===== config.mk =====
export PLATFORM = sky130hd
export DESIGN_NAME = rv32i_instruction_decoder_core_flat
export DESIGN_NICKNAME = d
export VERILOG_FILES = /design/src/rtl/rvid_pkg.sv /design/src/rtl/rvid_fetch_if.sv /design/src/rtl/rvid_decoded_if.sv /design/src/rtl/rvid_fetch_stage.sv /design/src/rtl/rvid_decode_stage.sv /design/src/rtl/rvid_pack_stage.sv /design/src/rtl/rv32i_instruction_decoder_core.sv /design/src/flat_wrapper.sv
export VERILOG_INCLUDE_DIRS = /design/src /design/src/rtl
export SDC_FILE = /design/constraint.sdc
export NUM_CORES = 1
export LEC_CHECK = 0
export BUFFER_PORTS_ARGS = -buffer_cell sky130_fd_sc_hd__buf_2
export CAP_MARGIN = 20
export CELL_PAD_IN_SITES_DETAIL_PLACEMENT = 0
export CELL_PAD_IN_SITES_GLOBAL_PLACEMENT = 2
export CORE_UTILIZATION = 30
export DETAILED_ROUTE_END_ITERATION = 12
export HOLD_SLACK_MARGIN = 0.15
export PLACE_DENSITY_LB_ADDON = 0.1
export SYNTH_ARGS = -nofsm -noshare
export SYNTH_HDL_FRONTEND = slang
export SYNTH_SLANG_ARGS = --single-unit

===== constraint.sdc =====
create_clock -name clk -period 11.8 [get_ports clk]
set_clock_uncertainty 0.2 [all_clocks]
set_input_delay 1.77 -clock clk [delete_from_list [all_inputs] [get_ports clk]]
set_output_delay 1.77 -clock clk [all_outputs]
set_load 0.01 [all_outputs]

===== src/rtl/assert_macros.svh =====
// Assertion macros for the decoder RTL
`ifndef ASSERT_MACROS_SVH
`define ASSERT_MACROS_SVH

// Checked only outside reset
`define ASSERT_ON_RUN(label, clk, rst, prop, msg) \
  label: assert property (@(posedge clk) disable iff (rst) prop) else $error(msg);

// Checked at every edge, reset included
`define ASSERT_ALWAYS(label, clk, prop, msg) \
  label: assert property (@(posedge clk) prop) else $error(msg);

`endif


===== src/rtl/rvid_pkg.sv =====
// Types, codes and lookup functions for the RV32I decoder
`timescale 1ns / 1ps

package rvid_pkg;

  localparam logic [6:0] OPC_LUI    = 7'h37;
  localparam logic [6:0] OPC_AUIPC  = 7'h17;
  localparam logic [6:0] OPC_JAL    = 7'h6F;
  localparam logic [6:0] OPC_JALR   = 7'h67;
  localparam logic [6:0] OPC_BRANCH = 7'h63;
  localparam logic [6:0] OPC_LOAD   = 7'h03;
  localparam logic [6:0] OPC_STORE  = 7'h23;
  localparam logic [6:0] OPC_OPIMM  = 7'h13;
  localparam logic [6:0] OPC_OP     = 7'h33;

  localparam logic [6:0] F7_BASE = 7'h00;
  localparam logic [6:0] F7_ALT  = 7'h20;

  localparam logic [2:0] CLS_ALU    = 3'd0;
  localparam logic [2:0] CLS_JUMP   = 3'd1;
  localparam logic [2:0] CLS_BRANCH = 3'd2;
  localparam logic [2:0] CLS_LOAD   = 3'd3;
  localparam logic [2:0] CLS_SB     = 3'd4;
  localparam logic [2:0] CLS_SH     = 3'd5;
  localparam logic [2:0] CLS_SW     = 3'd6;

  localparam logic [5:0] OP_LUI   = 6'd0;
  localparam logic [5:0] OP_AUIPC = 6'd1;
  localparam logic [5:0] OP_JAL   = 6'd2;
  localparam logic [5:0] OP_JALR  = 6'd3;
  localparam logic [5:0] OP_BEQ   = 6'd4;
  localparam logic [5:0] OP_BNE   = 6'd5;
  localparam logic [5:0] OP_BLT   = 6'd6;
  localparam logic [5:0] OP_BGE   = 6'd7;
  localparam logic [5:0] OP_BLTU  = 6'd8;
  localparam logic [5:0] OP_BGEU  = 6'd9;
  localparam logic [5:0] OP_LB    = 6'd10;
  localparam logic [5:0] OP_LH    = 6'd11;
  localparam logic [5:0] OP_LW    = 6'd12;
  localparam logic [5:0] OP_LBU   = 6'd13;
  localparam logic [5:0] OP_LHU   = 6'd14;
  localparam logic [5:0] OP_SB    = 6'd15;
  localparam logic [5:0] OP_SH    = 6'd16;
  localparam logic [5:0] OP_SW    = 6'd17;
  localparam logic [5:0] OP_ADDI  = 6'd18;
  localparam logic [5:0] OP_SLTI  = 6'd19;
  localparam logic [5:0] OP_SLTIU = 6'd20;
  localparam logic [5:0] OP_XORI  = 6'd21;
  localparam logic [5:0] OP_ORI   = 6'd22;
  localparam logic [5:0] OP_ANDI  = 6'd23;
  localparam logic [5:0] OP_SLLI  = 6'd24;
  localparam logic [5:0] OP_SRLI  = 6'd25;
  localparam logic [5:0] OP_SRAI  = 6'd26;
  localparam logic [5:0] OP_ADD   = 6'd27;
  localparam logic [5:0] OP_SUB   = 6'd28;
  localparam logic [5:0] OP_SLL   = 6'd29;
  localparam logic [5:0] OP_SLT   = 6'd30;
  localparam logic [5:0] OP_SLTU  = 6'd31;
  localparam logic [5:0] OP_XOR   = 6'd32;
  localparam logic [5:0] OP_SRL   = 6'd33;
  localparam logic [5:0] OP_SRA   = 6'd34;
  localparam logic [5:0] OP_OR    = 6'd35;
  localparam logic [5:0] OP_AND   = 6'd36;

  typedef enum logic [3:0] {
    KIND_LUI,
    KIND_AUIPC,
    KIND_JAL,
    KIND_JALR,
    KIND_BRANCH,
    KIND_LOAD,
    KIND_STORE,
    KIND_OPIMM,
    KIND_OP,
    KIND_BAD
  } kind_t;

  typedef struct packed {
    logic       bad;
    logic [5:0] op;
  } opsel_t;

  // first stage: opcode sorted into a format kind
  typedef struct packed {
    logic        valid;
    kind_t       kind;
    logic [31:0] word;
    logic [31:0] pc;
    logic [31:0] npc;
  } s1_t;

  // second stage: op resolved, immediate built, field usage known
  typedef struct packed {
    logic        valid;
    logic        bad;
    logic [2:0]  cls;
    logic [5:0]  op;
    logic        use_rd;
    logic        use_rs1;
    logic        use_rs2;
    logic        use_pc;
    logic        use_npc;
    logic [14:0] regs;   // {rs2, rs1, rd}
    logic [31:0] imm;
    logic [31:0] pc;
    logic [31:0] npc;
  } s2_t;

  // final record
  typedef struct packed {
    logic        valid;
    logic [2:0]  cls;
    logic [5:0]  op;
    logic [4:0]  rd;
    logic [4:0]  rs1;
    logic [4:0]  rs2;
    logic [31:0] imm;
    logic [31:0] pc;
    logic [31:0] npc;
    logic        illegal;
  } s3_t;

  function automatic kind_t opcode_kind(input logic [6:0] opc);
    kind_t k;
    unique case (opc)
      OPC_LUI:    k = KIND_LUI;
      OPC_AUIPC:  k = KIND_AUIPC;
      OPC_JAL:    k = KIND_JAL;
      OPC_JALR:   k = KIND_JALR;
      OPC_BRANCH: k = KIND_BRANCH;
      OPC_LOAD:   k = KIND_LOAD;
      OPC_STORE:  k = KIND_STORE;
      OPC_OPIMM:  k = KIND_OPIMM;
      OPC_OP:     k = KIND_OP;
      default:    k = KIND_BAD;
    endcase
    return k;
  endfunction

  function automatic opsel_t branch_op(input logic [2:0] f3);
    opsel_t s;
    unique case (f3)
      3'd0:    s = '{bad: 1'b0, op: OP_BEQ};
      3'd1:    s = '{bad: 1'b0, op: OP_BNE};
      3'd4:    s = '{bad: 1'b0, op: OP_BLT};
      3'd5:    s = '{bad: 1'b0, op: OP_BGE};
      3'd6:    s = '{bad: 1'b0, op: OP_BLTU};
      3'd7:    s = '{bad: 1'b0, op: OP_BGEU};
      default: s = '{bad: 1'b1, op: OP_LUI};
    endcase
    return s;
  endfunction

  function automatic opsel_t load_op(input logic [2:0] f3);
    opsel_t s;
    unique case (f3)
      3'd0:    s = '{bad: 1'b0, op: OP_LB};
      3'd1:    s = '{bad: 1'b0, op: OP_LH};
      3'd2:    s = '{bad: 1'b0, op: OP_LW};
      3'd4:    s = '{bad: 1'b0, op: OP_LBU};
      3'd5:    s = '{bad: 1'b0, op: OP_LHU};
      default: s = '{bad: 1'b1, op: OP_LUI};
    endcase
    return s;
  endfunction

  function automatic opsel_t opimm_op(input logic [2:0] f3, input logic [6:0] f7);
    opsel_t s;
    unique case (f3)
      3'd0: s = '{bad: 1'b0, op: OP_ADDI};
      3'd1: s = '{bad: 1'b0, op: OP_SLLI};
      3'd2: s = '{bad: 1'b0, op: OP_SLTI};
      3'd3: s = '{bad: 1'b0, op: OP_SLTIU};
      3'd4: s = '{bad: 1'b0, op: OP_XORI};
      3'd5: s = (f7 == F7_BASE) ? '{bad: 1'b0, op: OP_SRLI} :
                (f7 == F7_ALT)  ? '{bad: 1'b0, op: OP_SRAI} :
                                  '{bad: 1'b1, op: OP_LUI};
      3'd6: s = '{bad: 1'b0, op: OP_ORI};
      3'd7: s = '{bad: 1'b0, op: OP_ANDI};
    endcase
    return s;
  endfunction

  function automatic opsel_t reg_op(input logic [2:0] f3, input logic [6:0] f7);
    opsel_t s;
    unique case (f3)
      3'd0: s = (f7 == F7_BASE) ? '{bad: 1'b0, op: OP_ADD} :
                (f7 == F7_ALT)  ? '{bad: 1'b0, op: OP_SUB} :
                                  '{bad: 1'b1, op: OP_LUI};
      3'd1: s = '{bad: 1'b0, op: OP_SLL};
      3'd2: s = '{bad: 1'b0, op: OP_SLT};
      3'd3: s = '{bad: 1'b0, op: OP_SLTU};
      3'd4: s = '{bad: 1'b0, op: OP_XOR};
      3'd5: s = (f7 == F7_BASE) ? '{bad: 1'b0, op: OP_SRL} :
                (f7 == F7_ALT)  ? '{bad: 1'b0, op: OP_SRA} :
                                  '{bad: 1'b1, op: OP_LUI};
      3'd6: s = '{bad: 1'b0, op: OP_OR};
      3'd7: s = '{bad: 1'b0, op: OP_AND};
    endcase
    return s;
  endfunction

endpackage


===== src/rtl/rvid_fetch_if.sv =====
// Valid/ready channel carrying one fetched instruction slot
`timescale 1ns / 1ps

interface rvid_fetch_if;
  logic        valid;
  logic        ready;
  logic [31:0] instruction;
  logic [31:0] instruction_pc;
  logic [31:0] predicted_next_pc;

  modport source(output valid, output instruction, output instruction_pc,
                 output predicted_next_pc, input ready);
  modport sink(input valid, input instruction, input instruction_pc,
               input predicted_next_pc, output ready);
endinterface


===== src/rtl/rvid_decoded_if.sv =====
// Valid/ready channel carrying one decoded instruction record
`timescale 1ns / 1ps

interface rvid_decoded_if;
  logic        valid;
  logic        ready;
  logic [2:0]  operation_class;
  logic [5:0]  operation;
  logic [4:0]  dest_reg;
  logic [4:0]  src1_reg;
  logic [4:0]  src2_reg;
  logic [31:0] immediate;
  logic [31:0] pc_out;
  logic [31:0] predicted_next_out;
  logic        illegal;

  modport source(output valid, output operation_class, output operation,
                 output dest_reg, output src1_reg, output src2_reg,
                 output immediate, output pc_out, output predicted_next_out,
                 output illegal, input ready);
  modport sink(input valid, input operation_class, input operation,
               input dest_reg, input src1_reg, input src2_reg,
               input immediate, input pc_out, input predicted_next_out,
               input illegal, output ready);
endinterface


===== src/rtl/rvid_fetch_stage.sv =====
// Stage 1: capture the slot, drop zero-word fetch bubbles, sort the opcode
`timescale 1ns / 1ps

module rvid_fetch_stage (
  input  logic          clk,
  input  logic          rst,
  input  logic          in_valid,
  input  logic [31:0]   in_word,
  input  logic [31:0]   in_pc,
  input  logic [31:0]   in_npc,
  output logic          in_ready,
  output rvid_pkg::s1_t q,
  input  logic          q_ready
);

  rvid_pkg::s1_t stage;

  assign in_ready = !stage.valid || q_ready;
  assign q        = stage;

  always_ff @(posedge clk) begin
    if (rst) begin
      stage.valid <= 1'b0;
    end else if (in_ready) begin
      // an all-zero word is a fetch bubble: taken but not passed on
      stage.valid <= in_valid && (in_word != '0);
    end
    if (in_ready && in_valid) begin
      stage.kind <= rvid_pkg::opcode_kind(in_word[6:0]);
      stage.word <= in_word;
      stage.pc   <= in_pc;
      stage.npc  <= in_npc;
    end
  end

endmodule


===== src/rtl/rvid_decode_stage.sv =====
// Stage 2: resolve the operation and legality, build the immediate
`timescale 1ns / 1ps

module rvid_decode_stage (
  input  logic          clk,
  input  logic          rst,
  input  rvid_pkg::s1_t d,
  output logic          d_ready,
  output rvid_pkg::s2_t q,
  input  logic          q_ready
);

  rvid_pkg::s2_t stage;
  rvid_pkg::s2_t stage_next;
  rvid_pkg::opsel_t sel;
  logic [31:0] w;
  logic [2:0]  f3;
  logic [6:0]  f7;
  logic [31:0] imm_i, imm_s, imm_b, imm_j, imm_u;

  assign d_ready = !stage.valid || q_ready;
  assign q       = stage;

  assign w  = d.word;
  assign f3 = w[14:12];
  assign f7 = w[31:25];

  assign imm_i = {{20{w[31]}}, w[31:20]};
  assign imm_s = {{20{w[31]}}, w[31:25], w[11:7]};
  assign imm_b = {{19{w[31]}}, w[31], w[7], w[30:25], w[11:8], 1'b0};
  assign imm_j = {{11{w[31]}}, w[31], w[19:12], w[20], w[30:21], 1'b0};
  assign imm_u = {w[31:12], 12'h000};

  always_comb begin
    stage_next         = '0;
    stage_next.valid   = d.valid;
    stage_next.regs    = {w[24:20], w[19:15], w[11:7]};
    stage_next.pc      = d.pc;
    stage_next.npc     = d.npc;
    sel                = '{bad: 1'b0, op: rvid_pkg::OP_LUI};
    unique case (d.kind)
      rvid_pkg::KIND_LUI: begin
        sel.op            = rvid_pkg::OP_LUI;
        stage_next.use_rd = 1'b1;
        stage_next.imm    = imm_u;
      end
      rvid_pkg::KIND_AUIPC: begin
        sel.op            = rvid_pkg::OP_AUIPC;
        stage_next.use_rd = 1'b1;
        stage_next.use_pc = 1'b1;
        stage_next.imm    = imm_u;
      end
      rvid_pkg::KIND_JAL: begin
        sel.op             = rvid_pkg::OP_JAL;
        stage_next.cls     = rvid_pkg::CLS_JUMP;
        stage_next.use_rd  = 1'b1;
        stage_next.use_pc  = 1'b1;
        stage_next.use_npc = 1'b1;
        stage_next.imm     = imm_j;
      end
      rvid_pkg::KIND_JALR: begin
        sel.op             = rvid_pkg::OP_JALR;
        stage_next.cls     = rvid_pkg::CLS_JUMP;
        stage_next.use_rd  = 1'b1;
        stage_next.use_rs1 = 1'b1;
        stage_next.use_pc  = 1'b1;
        stage_next.use_npc = 1'b1;
        stage_next.imm     = imm_i;
      end
      rvid_pkg::KIND_BRANCH: begin
        sel                = rvid_pkg::branch_op(f3);
        stage_next.cls     = rvid_pkg::CLS_BRANCH;
        stage_next.use_rs1 = 1'b1;
        stage_next.use_rs2 = 1'b1;
        stage_next.use_pc  = 1'b1;
        stage_next.use_npc = 1'b1;
        stage_next.imm     = imm_b;
      end
      rvid_pkg::KIND_LOAD: begin
        sel                = rvid_pkg::load_op(f3);
        stage_next.cls     = rvid_pkg::CLS_LOAD;
        stage_next.use_rd  = 1'b1;
        stage_next.use_rs1 = 1'b1;
        stage_next.imm     = imm_i;
      end
      rvid_pkg::KIND_STORE: begin
        // byte, half, word map onto consecutive class and op codes
        sel.bad            = f3[2] || (f3[1:0] == 2'd3);
        sel.op             = rvid_pkg::OP_SB + {4'd0, f3[1:0]};
        stage_next.cls     = rvid_pkg::CLS_SB + {1'b0, f3[1:0]};
        stage_next.use_rs1 = 1'b1;
        stage_next.use_rs2 = 1'b1;
        stage_next.imm     = imm_s;
      end
      rvid_pkg::KIND_OPIMM: begin
        sel                = rvid_pkg::opimm_op(f3, f7);
        stage_next.use_rd  = 1'b1;
        stage_next.use_rs1 = 1'b1;
        // shift-immediates keep only the shift amount
        stage_next.imm     = (f3 == 3'd1 || f3 == 3'd5) ? {27'd0, w[24:20]} : imm_i;
      end
      rvid_pkg::KIND_OP: begin
        sel                = rvid_pkg::reg_op(f3, f7);
        stage_next.use_rd  = 1'b1;
        stage_next.use_rs1 = 1'b1;
        stage_next.use_rs2 = 1'b1;
      end
      rvid_pkg::KIND_BAD: begin
        sel.bad = 1'b1;
      end
      default: begin
        sel.bad = 1'b1;
      end
    endcase
    stage_next.bad = sel.bad;
    stage_next.op  = sel.op;
  end

  always_ff @(posedge clk) begin
    if (rst) begin
      stage.valid <= 1'b0;
    end else if (d_ready) begin
      stage.valid <= d.valid;
    end
    if (d_ready && d.valid) begin
      stage.bad     <= stage_next.bad;
      stage.cls     <= stage_next.cls;
      stage.op      <= stage_next.op;
      stage.use_rd  <= stage_next.use_rd;
      stage.use_rs1 <= stage_next.use_rs1;
      stage.use_rs2 <= stage_next.use_rs2;
      stage.use_pc  <= stage_next.use_pc;
      stage.use_npc <= stage_next.use_npc;
      stage.regs    <= stage_next.regs;
      stage.imm     <= stage_next.imm;
      stage.pc      <= stage_next.pc;
      stage.npc     <= stage_next.npc;
    end
  end

endmodule


===== src/rtl/rvid_pack_stage.sv =====
// Stage 3: zero unused fields, clear illegal records, hold the result
`timescale 1ns / 1ps

module rvid_pack_stage (
  input  logic          clk,
  input  logic          rst,
  input  rvid_pkg::s2_t d,
  output logic          d_ready,
  output rvid_pkg::s3_t q,
  input  logic          q_ready
);

  rvid_pkg::s3_t stage;
  logic          ok;

  assign d_ready = !stage.valid || q_ready;
  assign q       = stage;
  assign ok      = !d.bad;

  always_ff @(posedge clk) begin
    if (rst) begin
      stage.valid <= 1'b0;
    end else if (d_ready) begin
      stage.valid <= d.valid;
    end
    if (d_ready && d.valid) begin
      stage.cls     <= ok ? d.cls : 3'd0;
      stage.op      <= ok ? d.op : 6'd0;
      stage.rd      <= (ok && d.use_rd) ? d.regs[4:0] : 5'd0;
      stage.rs1     <= (ok && d.use_rs1) ? d.regs[9:5] : 5'd0;
      stage.rs2     <= (ok && d.use_rs2) ? d.regs[14:10] : 5'd0;
      stage.imm     <= ok ? d.imm : 32'd0;
      stage.pc      <= (ok && d.use_pc) ? d.pc : 32'd0;
      stage.npc     <= (ok && d.use_npc) ? d.npc : 32'd0;
      stage.illegal <= d.bad;
    end
  end

endmodule


===== src/rtl/rv32i_instruction_decoder_core.sv =====
// RV32I decoder: three-stage valid/ready pipeline from fetch slot to decoded record
// Each instruction is registered in turn in the fetch, decode and pack stages.
// One instruction per cycle unless stalled; each stage frees when its successor takes.
// A zero instruction word is taken and dropped in the first stage, with no result.
// Synchronous reset clears the three stage valid bits; payload registers are not reset.
`timescale 1ns / 1ps
`include "assert_macros.svh"

module rv32i_instruction_decoder_core (
  input  logic                  clk,
  input  logic                  rst,
  rvid_fetch_if.sink            fetch,
  rvid_decoded_if.source        decoded
);

  rvid_pkg::s1_t s1;
  rvid_pkg::s2_t s2;
  rvid_pkg::s3_t s3;
  logic          s1_ready;
  logic          s2_ready;

  rvid_fetch_stage u_fetch (
    .clk      (clk),
    .rst      (rst),
    .in_valid (fetch.valid),
    .in_word  (fetch.instruction),
    .in_pc    (fetch.instruction_pc),
    .in_npc   (fetch.predicted_next_pc),
    .in_ready (fetch.ready),
    .q        (s1),
    .q_ready  (s1_ready)
  );

  rvid_decode_stage u_decode (
    .clk     (clk),
    .rst     (rst),
    .d       (s1),
    .d_ready (s1_ready),
    .q       (s2),
    .q_ready (s2_ready)
  );

  rvid_pack_stage u_pack (
    .clk     (clk),
    .rst     (rst),
    .d       (s2),
    .d_ready (s2_ready),
    .q       (s3),
    .q_ready (decoded.ready)
  );

  assign decoded.valid              = s3.valid;
  assign decoded.operation_class    = s3.cls;
  assign decoded.operation          = s3.op;
  assign decoded.dest_reg           = s3.rd;
  assign decoded.src1_reg           = s3.rs1;
  assign decoded.src2_reg           = s3.rs2;
  assign decoded.immediate          = s3.imm;
  assign decoded.pc_out             = s3.pc;
  assign decoded.predicted_next_out = s3.npc;
  assign decoded.illegal            = s3.illegal;

  `ASSERT_ON_RUN(a_bubble_dropped, clk, rst,
    fetch.valid && fetch.ready && (fetch.instruction == 32'd0) |=> !s1.valid,
    "zero instruction word entered the pipeline")
  `ASSERT_ON_RUN(a_illegal_clear, clk, rst,
    decoded.valid && decoded.illegal |-> (decoded.operation == rvid_pkg::OP_LUI) &&
      (decoded.immediate == 32'd0) && (decoded.pc_out == 32'd0) &&
      (decoded.dest_reg == 5'd0),
    "illegal record carries nonzero fields")
  `ASSERT_ON_RUN(a_pred_only_flow, clk, rst,
    decoded.valid && (decoded.predicted_next_out != 32'd0) |->
      (decoded.operation_class == rvid_pkg::CLS_JUMP) ||
      (decoded.operation_class == rvid_pkg::CLS_BRANCH),
    "prediction passed on for a non-flow instruction")
  `ASSERT_ON_RUN(a_op_range, clk, rst,
    decoded.valid && !decoded.illegal |-> (decoded.operation <= rvid_pkg::OP_AND),
    "operation code out of range")
  `ASSERT_ALWAYS(a_reset_empty, clk,
    rst |=> !decoded.valid && !s1.valid && !s2.valid,
    "pipeline not empty after reset")

endmodule

===== src/flat_wrapper.sv =====
// flat-port wrapper written by rule: the top's interface ports become plain ports
module rv32i_instruction_decoder_core_flat 
  (clk, rst, fetch_valid, fetch_instruction, fetch_instruction_pc, fetch_predicted_next_pc, fetch_ready, decoded_valid, decoded_operation_class, decoded_operation, decoded_dest_reg, decoded_src1_reg, decoded_src2_reg, decoded_immediate, decoded_pc_out, decoded_predicted_next_out, decoded_illegal, decoded_ready);
  rvid_fetch_if fetch_i ();
  rvid_decoded_if decoded_i ();
  input  logic clk;
  input  logic rst;
  input wire logic [$bits(fetch_i.valid)-1:0] fetch_valid;
  input wire logic [$bits(fetch_i.instruction)-1:0] fetch_instruction;
  input wire logic [$bits(fetch_i.instruction_pc)-1:0] fetch_instruction_pc;
  input wire logic [$bits(fetch_i.predicted_next_pc)-1:0] fetch_predicted_next_pc;
  output wire logic [$bits(fetch_i.ready)-1:0] fetch_ready;
  output wire logic [$bits(decoded_i.valid)-1:0] decoded_valid;
  output wire logic [$bits(decoded_i.operation_class)-1:0] decoded_operation_class;
  output wire logic [$bits(decoded_i.operation)-1:0] decoded_operation;
  output wire logic [$bits(decoded_i.dest_reg)-1:0] decoded_dest_reg;
  output wire logic [$bits(decoded_i.src1_reg)-1:0] decoded_src1_reg;
  output wire logic [$bits(decoded_i.src2_reg)-1:0] decoded_src2_reg;
  output wire logic [$bits(decoded_i.immediate)-1:0] decoded_immediate;
  output wire logic [$bits(decoded_i.pc_out)-1:0] decoded_pc_out;
  output wire logic [$bits(decoded_i.predicted_next_out)-1:0] decoded_predicted_next_out;
  output wire logic [$bits(decoded_i.illegal)-1:0] decoded_illegal;
  input wire logic [$bits(decoded_i.ready)-1:0] decoded_ready;
  assign fetch_i.valid = fetch_valid;
  assign fetch_i.instruction = fetch_instruction;
  assign fetch_i.instruction_pc = fetch_instruction_pc;
  assign fetch_i.predicted_next_pc = fetch_predicted_next_pc;
  assign fetch_ready = fetch_i.ready;
  assign decoded_valid = decoded_i.valid;
  assign decoded_operation_class = decoded_i.operation_class;
  assign decoded_operation = decoded_i.operation;
  assign decoded_dest_reg = decoded_i.dest_reg;
  assign decoded_src1_reg = decoded_i.src1_reg;
  assign decoded_src2_reg = decoded_i.src2_reg;
  assign decoded_immediate = decoded_i.immediate;
  assign decoded_pc_out = decoded_i.pc_out;
  assign decoded_predicted_next_out = decoded_i.predicted_next_out;
  assign decoded_illegal = decoded_i.illegal;
  assign decoded_i.ready = decoded_ready;
  rv32i_instruction_decoder_core u_core (.clk(clk), .rst(rst), .fetch(fetch_i), .decoded(decoded_i));
endmodule

==> metrics.md <==
| Metric | Value |
|---|---|
| Outcome | finished clean |
| Largest family of logic cells by synthesized area | simple AND/OR/NAND/NOR gates |
| Post-Syn Area | around 12000 µm² |
| Starting density of the core | between 30% and 40% |
| Slew margin rel. | approximately a third |
| Final RePlAce weighted congestion | between 0.7 and 0.8 |
| XOR/XNOR share of the synthesized area | less than 1% |
| Reg clk slew, reported paths | around 0.060 ns |
| Congestion Overflow GR | 0 |
| First-pass GRT wire length | 39900 µm |
| FF/Latch Area | between 10000 and 15000 µm² |
| Die X | 206 µm |
| Cell with the most instances after synthesis | edfxtp_1 |
| Initial drt markers | approximately 340 |
| Final period util | ~40% |
| Number of warnings issued by yosys | 0 |
| # diodes | 0 |
| DRC | 0 |
| Setup Buffers After CTS | 0 |
| Area leader, netlist | edfxtp_1 |
| Flop-to-flop setup slack | about 9 ns |
| Final Hold Vio Count | 0 |
| Clk_lat worst skew | 0.55 ns |
| Sw Ratio | between 20 and 25% |
| Hold WC Path Type | register to register |
| WS Path Type | primary input to primary output |
| Core area | approximately 40000 µm² |
| I/O pin count | about 220 |
| Internal power | 2150 µW |
| Initial antenna violation count | 0 |
| Wire per inst | ~18 µm |
| Nature of the critical path startpoint | primary input |
| Ys flop type | edfxtp_1 |
| Ys async rst share | 0% |
| HPWL after DPL | roughly 18000 µm |
| Hold bufs inserted after CTS | 0 |
| Area grow syn2layout | 24.2% |
| Clock root cell | clkbuf_16 |
| Post-synthesis adder-cell area fraction | less than 1% |
| Area occupied by multi-input gates | 2060 µm² |
| Final Net Count | ~1100 |
| Post-Synth Simple-Gate Area | a little over a tenth |
| Routed via count | about 6500 |
| Die Area | around 42000 µm² |
| NetSw | approximately 600 µW |
| Final worst slack | approximately 7.1 ns |
| Worst Hold Slack | approximately 0.22 ns |
| Leak Pwr | 0.00556 µW |
| Largest net degree at the start of global routing | 77 |
| Total negative slack | 0 ns |
| Clock Sinks | 343 |
| Commonest cells in the netlist | edfxtp_1 (340), and2_1 (88), nor2b_1 (54), nor2_1 (23), clkbuf_1 (22) |
| H-tree lvl count | 2 |
| Antenna-violating nets left | 0 |
| Reg power frac | a little over half |
| Resized cells post-CTS | 0 |
| CP Capture Type | primary output |
| Overall routed net length | around 27000 µm |
| Logic pwr share | 5.4% |
| Total track usage | between 10 and 15% |
| Vias/cell | ~4.3 |
| FF+latch count, synth | 343 |
| Total power | roughly 2700 µW |
| RSZ-0062 raised after global routing | no |
| Worst Path Required | between 9 and 10 ns |
| Syn avg cell area | 17.8 µm² |
| Cts bufs inserted | 39 |
| Vias in the first global route | approximately 6400 |
| VDD IR max | 0.0000890 V |
| Critical Path AT | 2.73 ns |
| EDFF count, synth | 340 |
| Worst slew pin tran | 1.02 ns |
| Sequential area share after synthesis | 82.5% |
| Post-synthesis instance total | 700 |
| CP max FO | 5 |
| CTS tree | done |
| Drt first pass iters | 5 |
| Pins Over Slew Limit | 0 |
| Filler cells | between 3000 and 4000 |
| Mux contribution to synthesized area | less than 1% |
| Final min period | approximately 4.7 ns |
| Fmax | about 210 MHz |
| Synth cell types | between 50 and 60 |
| Synth Area in Compound Gates | 4.46% |
| Post-synth top area share | between 80 and 90% |
| Die Height | roughly 210 µm |
| PortBufs | ~220 |
| Final setup fails | 0 |
| Clock tree buffer depth | 3 |
| PD cells | approximately 180 nW/µm² |
| Pre-CTS setup slack | 7.08 ns |
| Layout cells sized above 1 | between 30% and 40% |
| Clock Power Share | around two fifths |
| Row count | 74 |
| Mapped Nets | 806 |
| Max-cap violations | 0 |
| Area contributors post-synth | edfxtp_1 (82%), and2_1 (4.4%), nor2b_1 (2.7%) |
==> stage by stage <==
step	utilization, %	area [µm²]	std cells
after global placement	34.7	14200	1434
after global routing	37.8	15500	1504
after floorplan	-	12400	700
after detailed placement	34.8	14200	1435
final	37.8	15500	1504
after CTS	37.7	15400	1503
==> final cells by class <==
class | instances | share of cell area [%]
multi-input combinational | 321 | 13.4
clock inverter | 24 | 1.29
tap | 532 | 4.31
timing repair buffer | 232 | 7.85
inverter | 8 | 0.194
clock buffer | 44 | 6.57
sequential | 343 | 66.4
==> worst max-delay path: stages <==
cell and delay (ns):
buf_2 0.10, nor2b_1 0.46, nand3_1 0.22, buf_2 0.19
==> power groups by stage <==
| stage | clock (µW) | sequential (µW) | combinational (µW) |
|---|---|---|---|
| 2_1_floorplan | 0 | 1480 | 78.3 |
| 3_3_place_gp | 0 | 1480 | 151 |
| 3_5_place_dp | 0 | 1480 | 151 |
| 4_1_cts | 1200 | 1450 | 152 |
| 5_1_grt | 1240 | 1460 | 166 |
| 6_report | 1150 | 1450 | 148 |
==> final timing paths <==
check | from | end | cells after the start
hold reg to reg | u_core.u_fetch.q[54] | u_core.u_decode.q[54] | 0
setup reg to reg | u_core.u_pack.q[121] | u_core.u_decode.q[65] | 4
hold / removal | u_core.u_fetch.q[54] | u_core.u_decode.q[54] | 0
setup / recovery | decoded_ready | fetch_ready | 4
==> state kept, by name, indices dropped and copies added, names as in the netlist <==
signal,count
u_core.u_decode.q,127
u_core.u_pack.q,122
u_core.u_fetch.q,94
==> cell usage in the layout (no fill, tap or decap), types with 3 or more instances in the layout <==
cell type   instances
dfxtp_1             3
clkbuf_1            4
clkinvlp_4          6
nand4_1             3
buf_4               8
edfxtp_1          340
clkinv_1            4
nor2b_1            51
a22oi_1             3
nor3_1              7
a21o_1             21
ha_1                6
nor2_1             23
and2_1             87
a21oi_1            19
nand3_1             8
or2_2               3
nor4_1             10
clkbuf_16          40
inv_1               8
o21ai_0            15
clkinv_2            9
nand2_1            17
buf_2             222
mux2i_1             7
==> kinds of logic after synthesis <==
kind of cell,Yosys count
multiplexers,8
buffers and inverters,36
AND/OR/NAND/NOR,223
XOR/XNOR,2
adder cells (fa/ha/maj),6
flip-flops,343
AO/OA/AOI/OAI,82
==> layer usage <==
layer	part of all wire [%]	vias up	track usage, %
li1	-	3126	-
met5	0	-	0
met1	46	3138	17.6
met4	2.6	0	4.63
met3	5.6	48	3.44
met2	46	191	19.3
No activity file was read; power rests on OpenSTA's default activity.
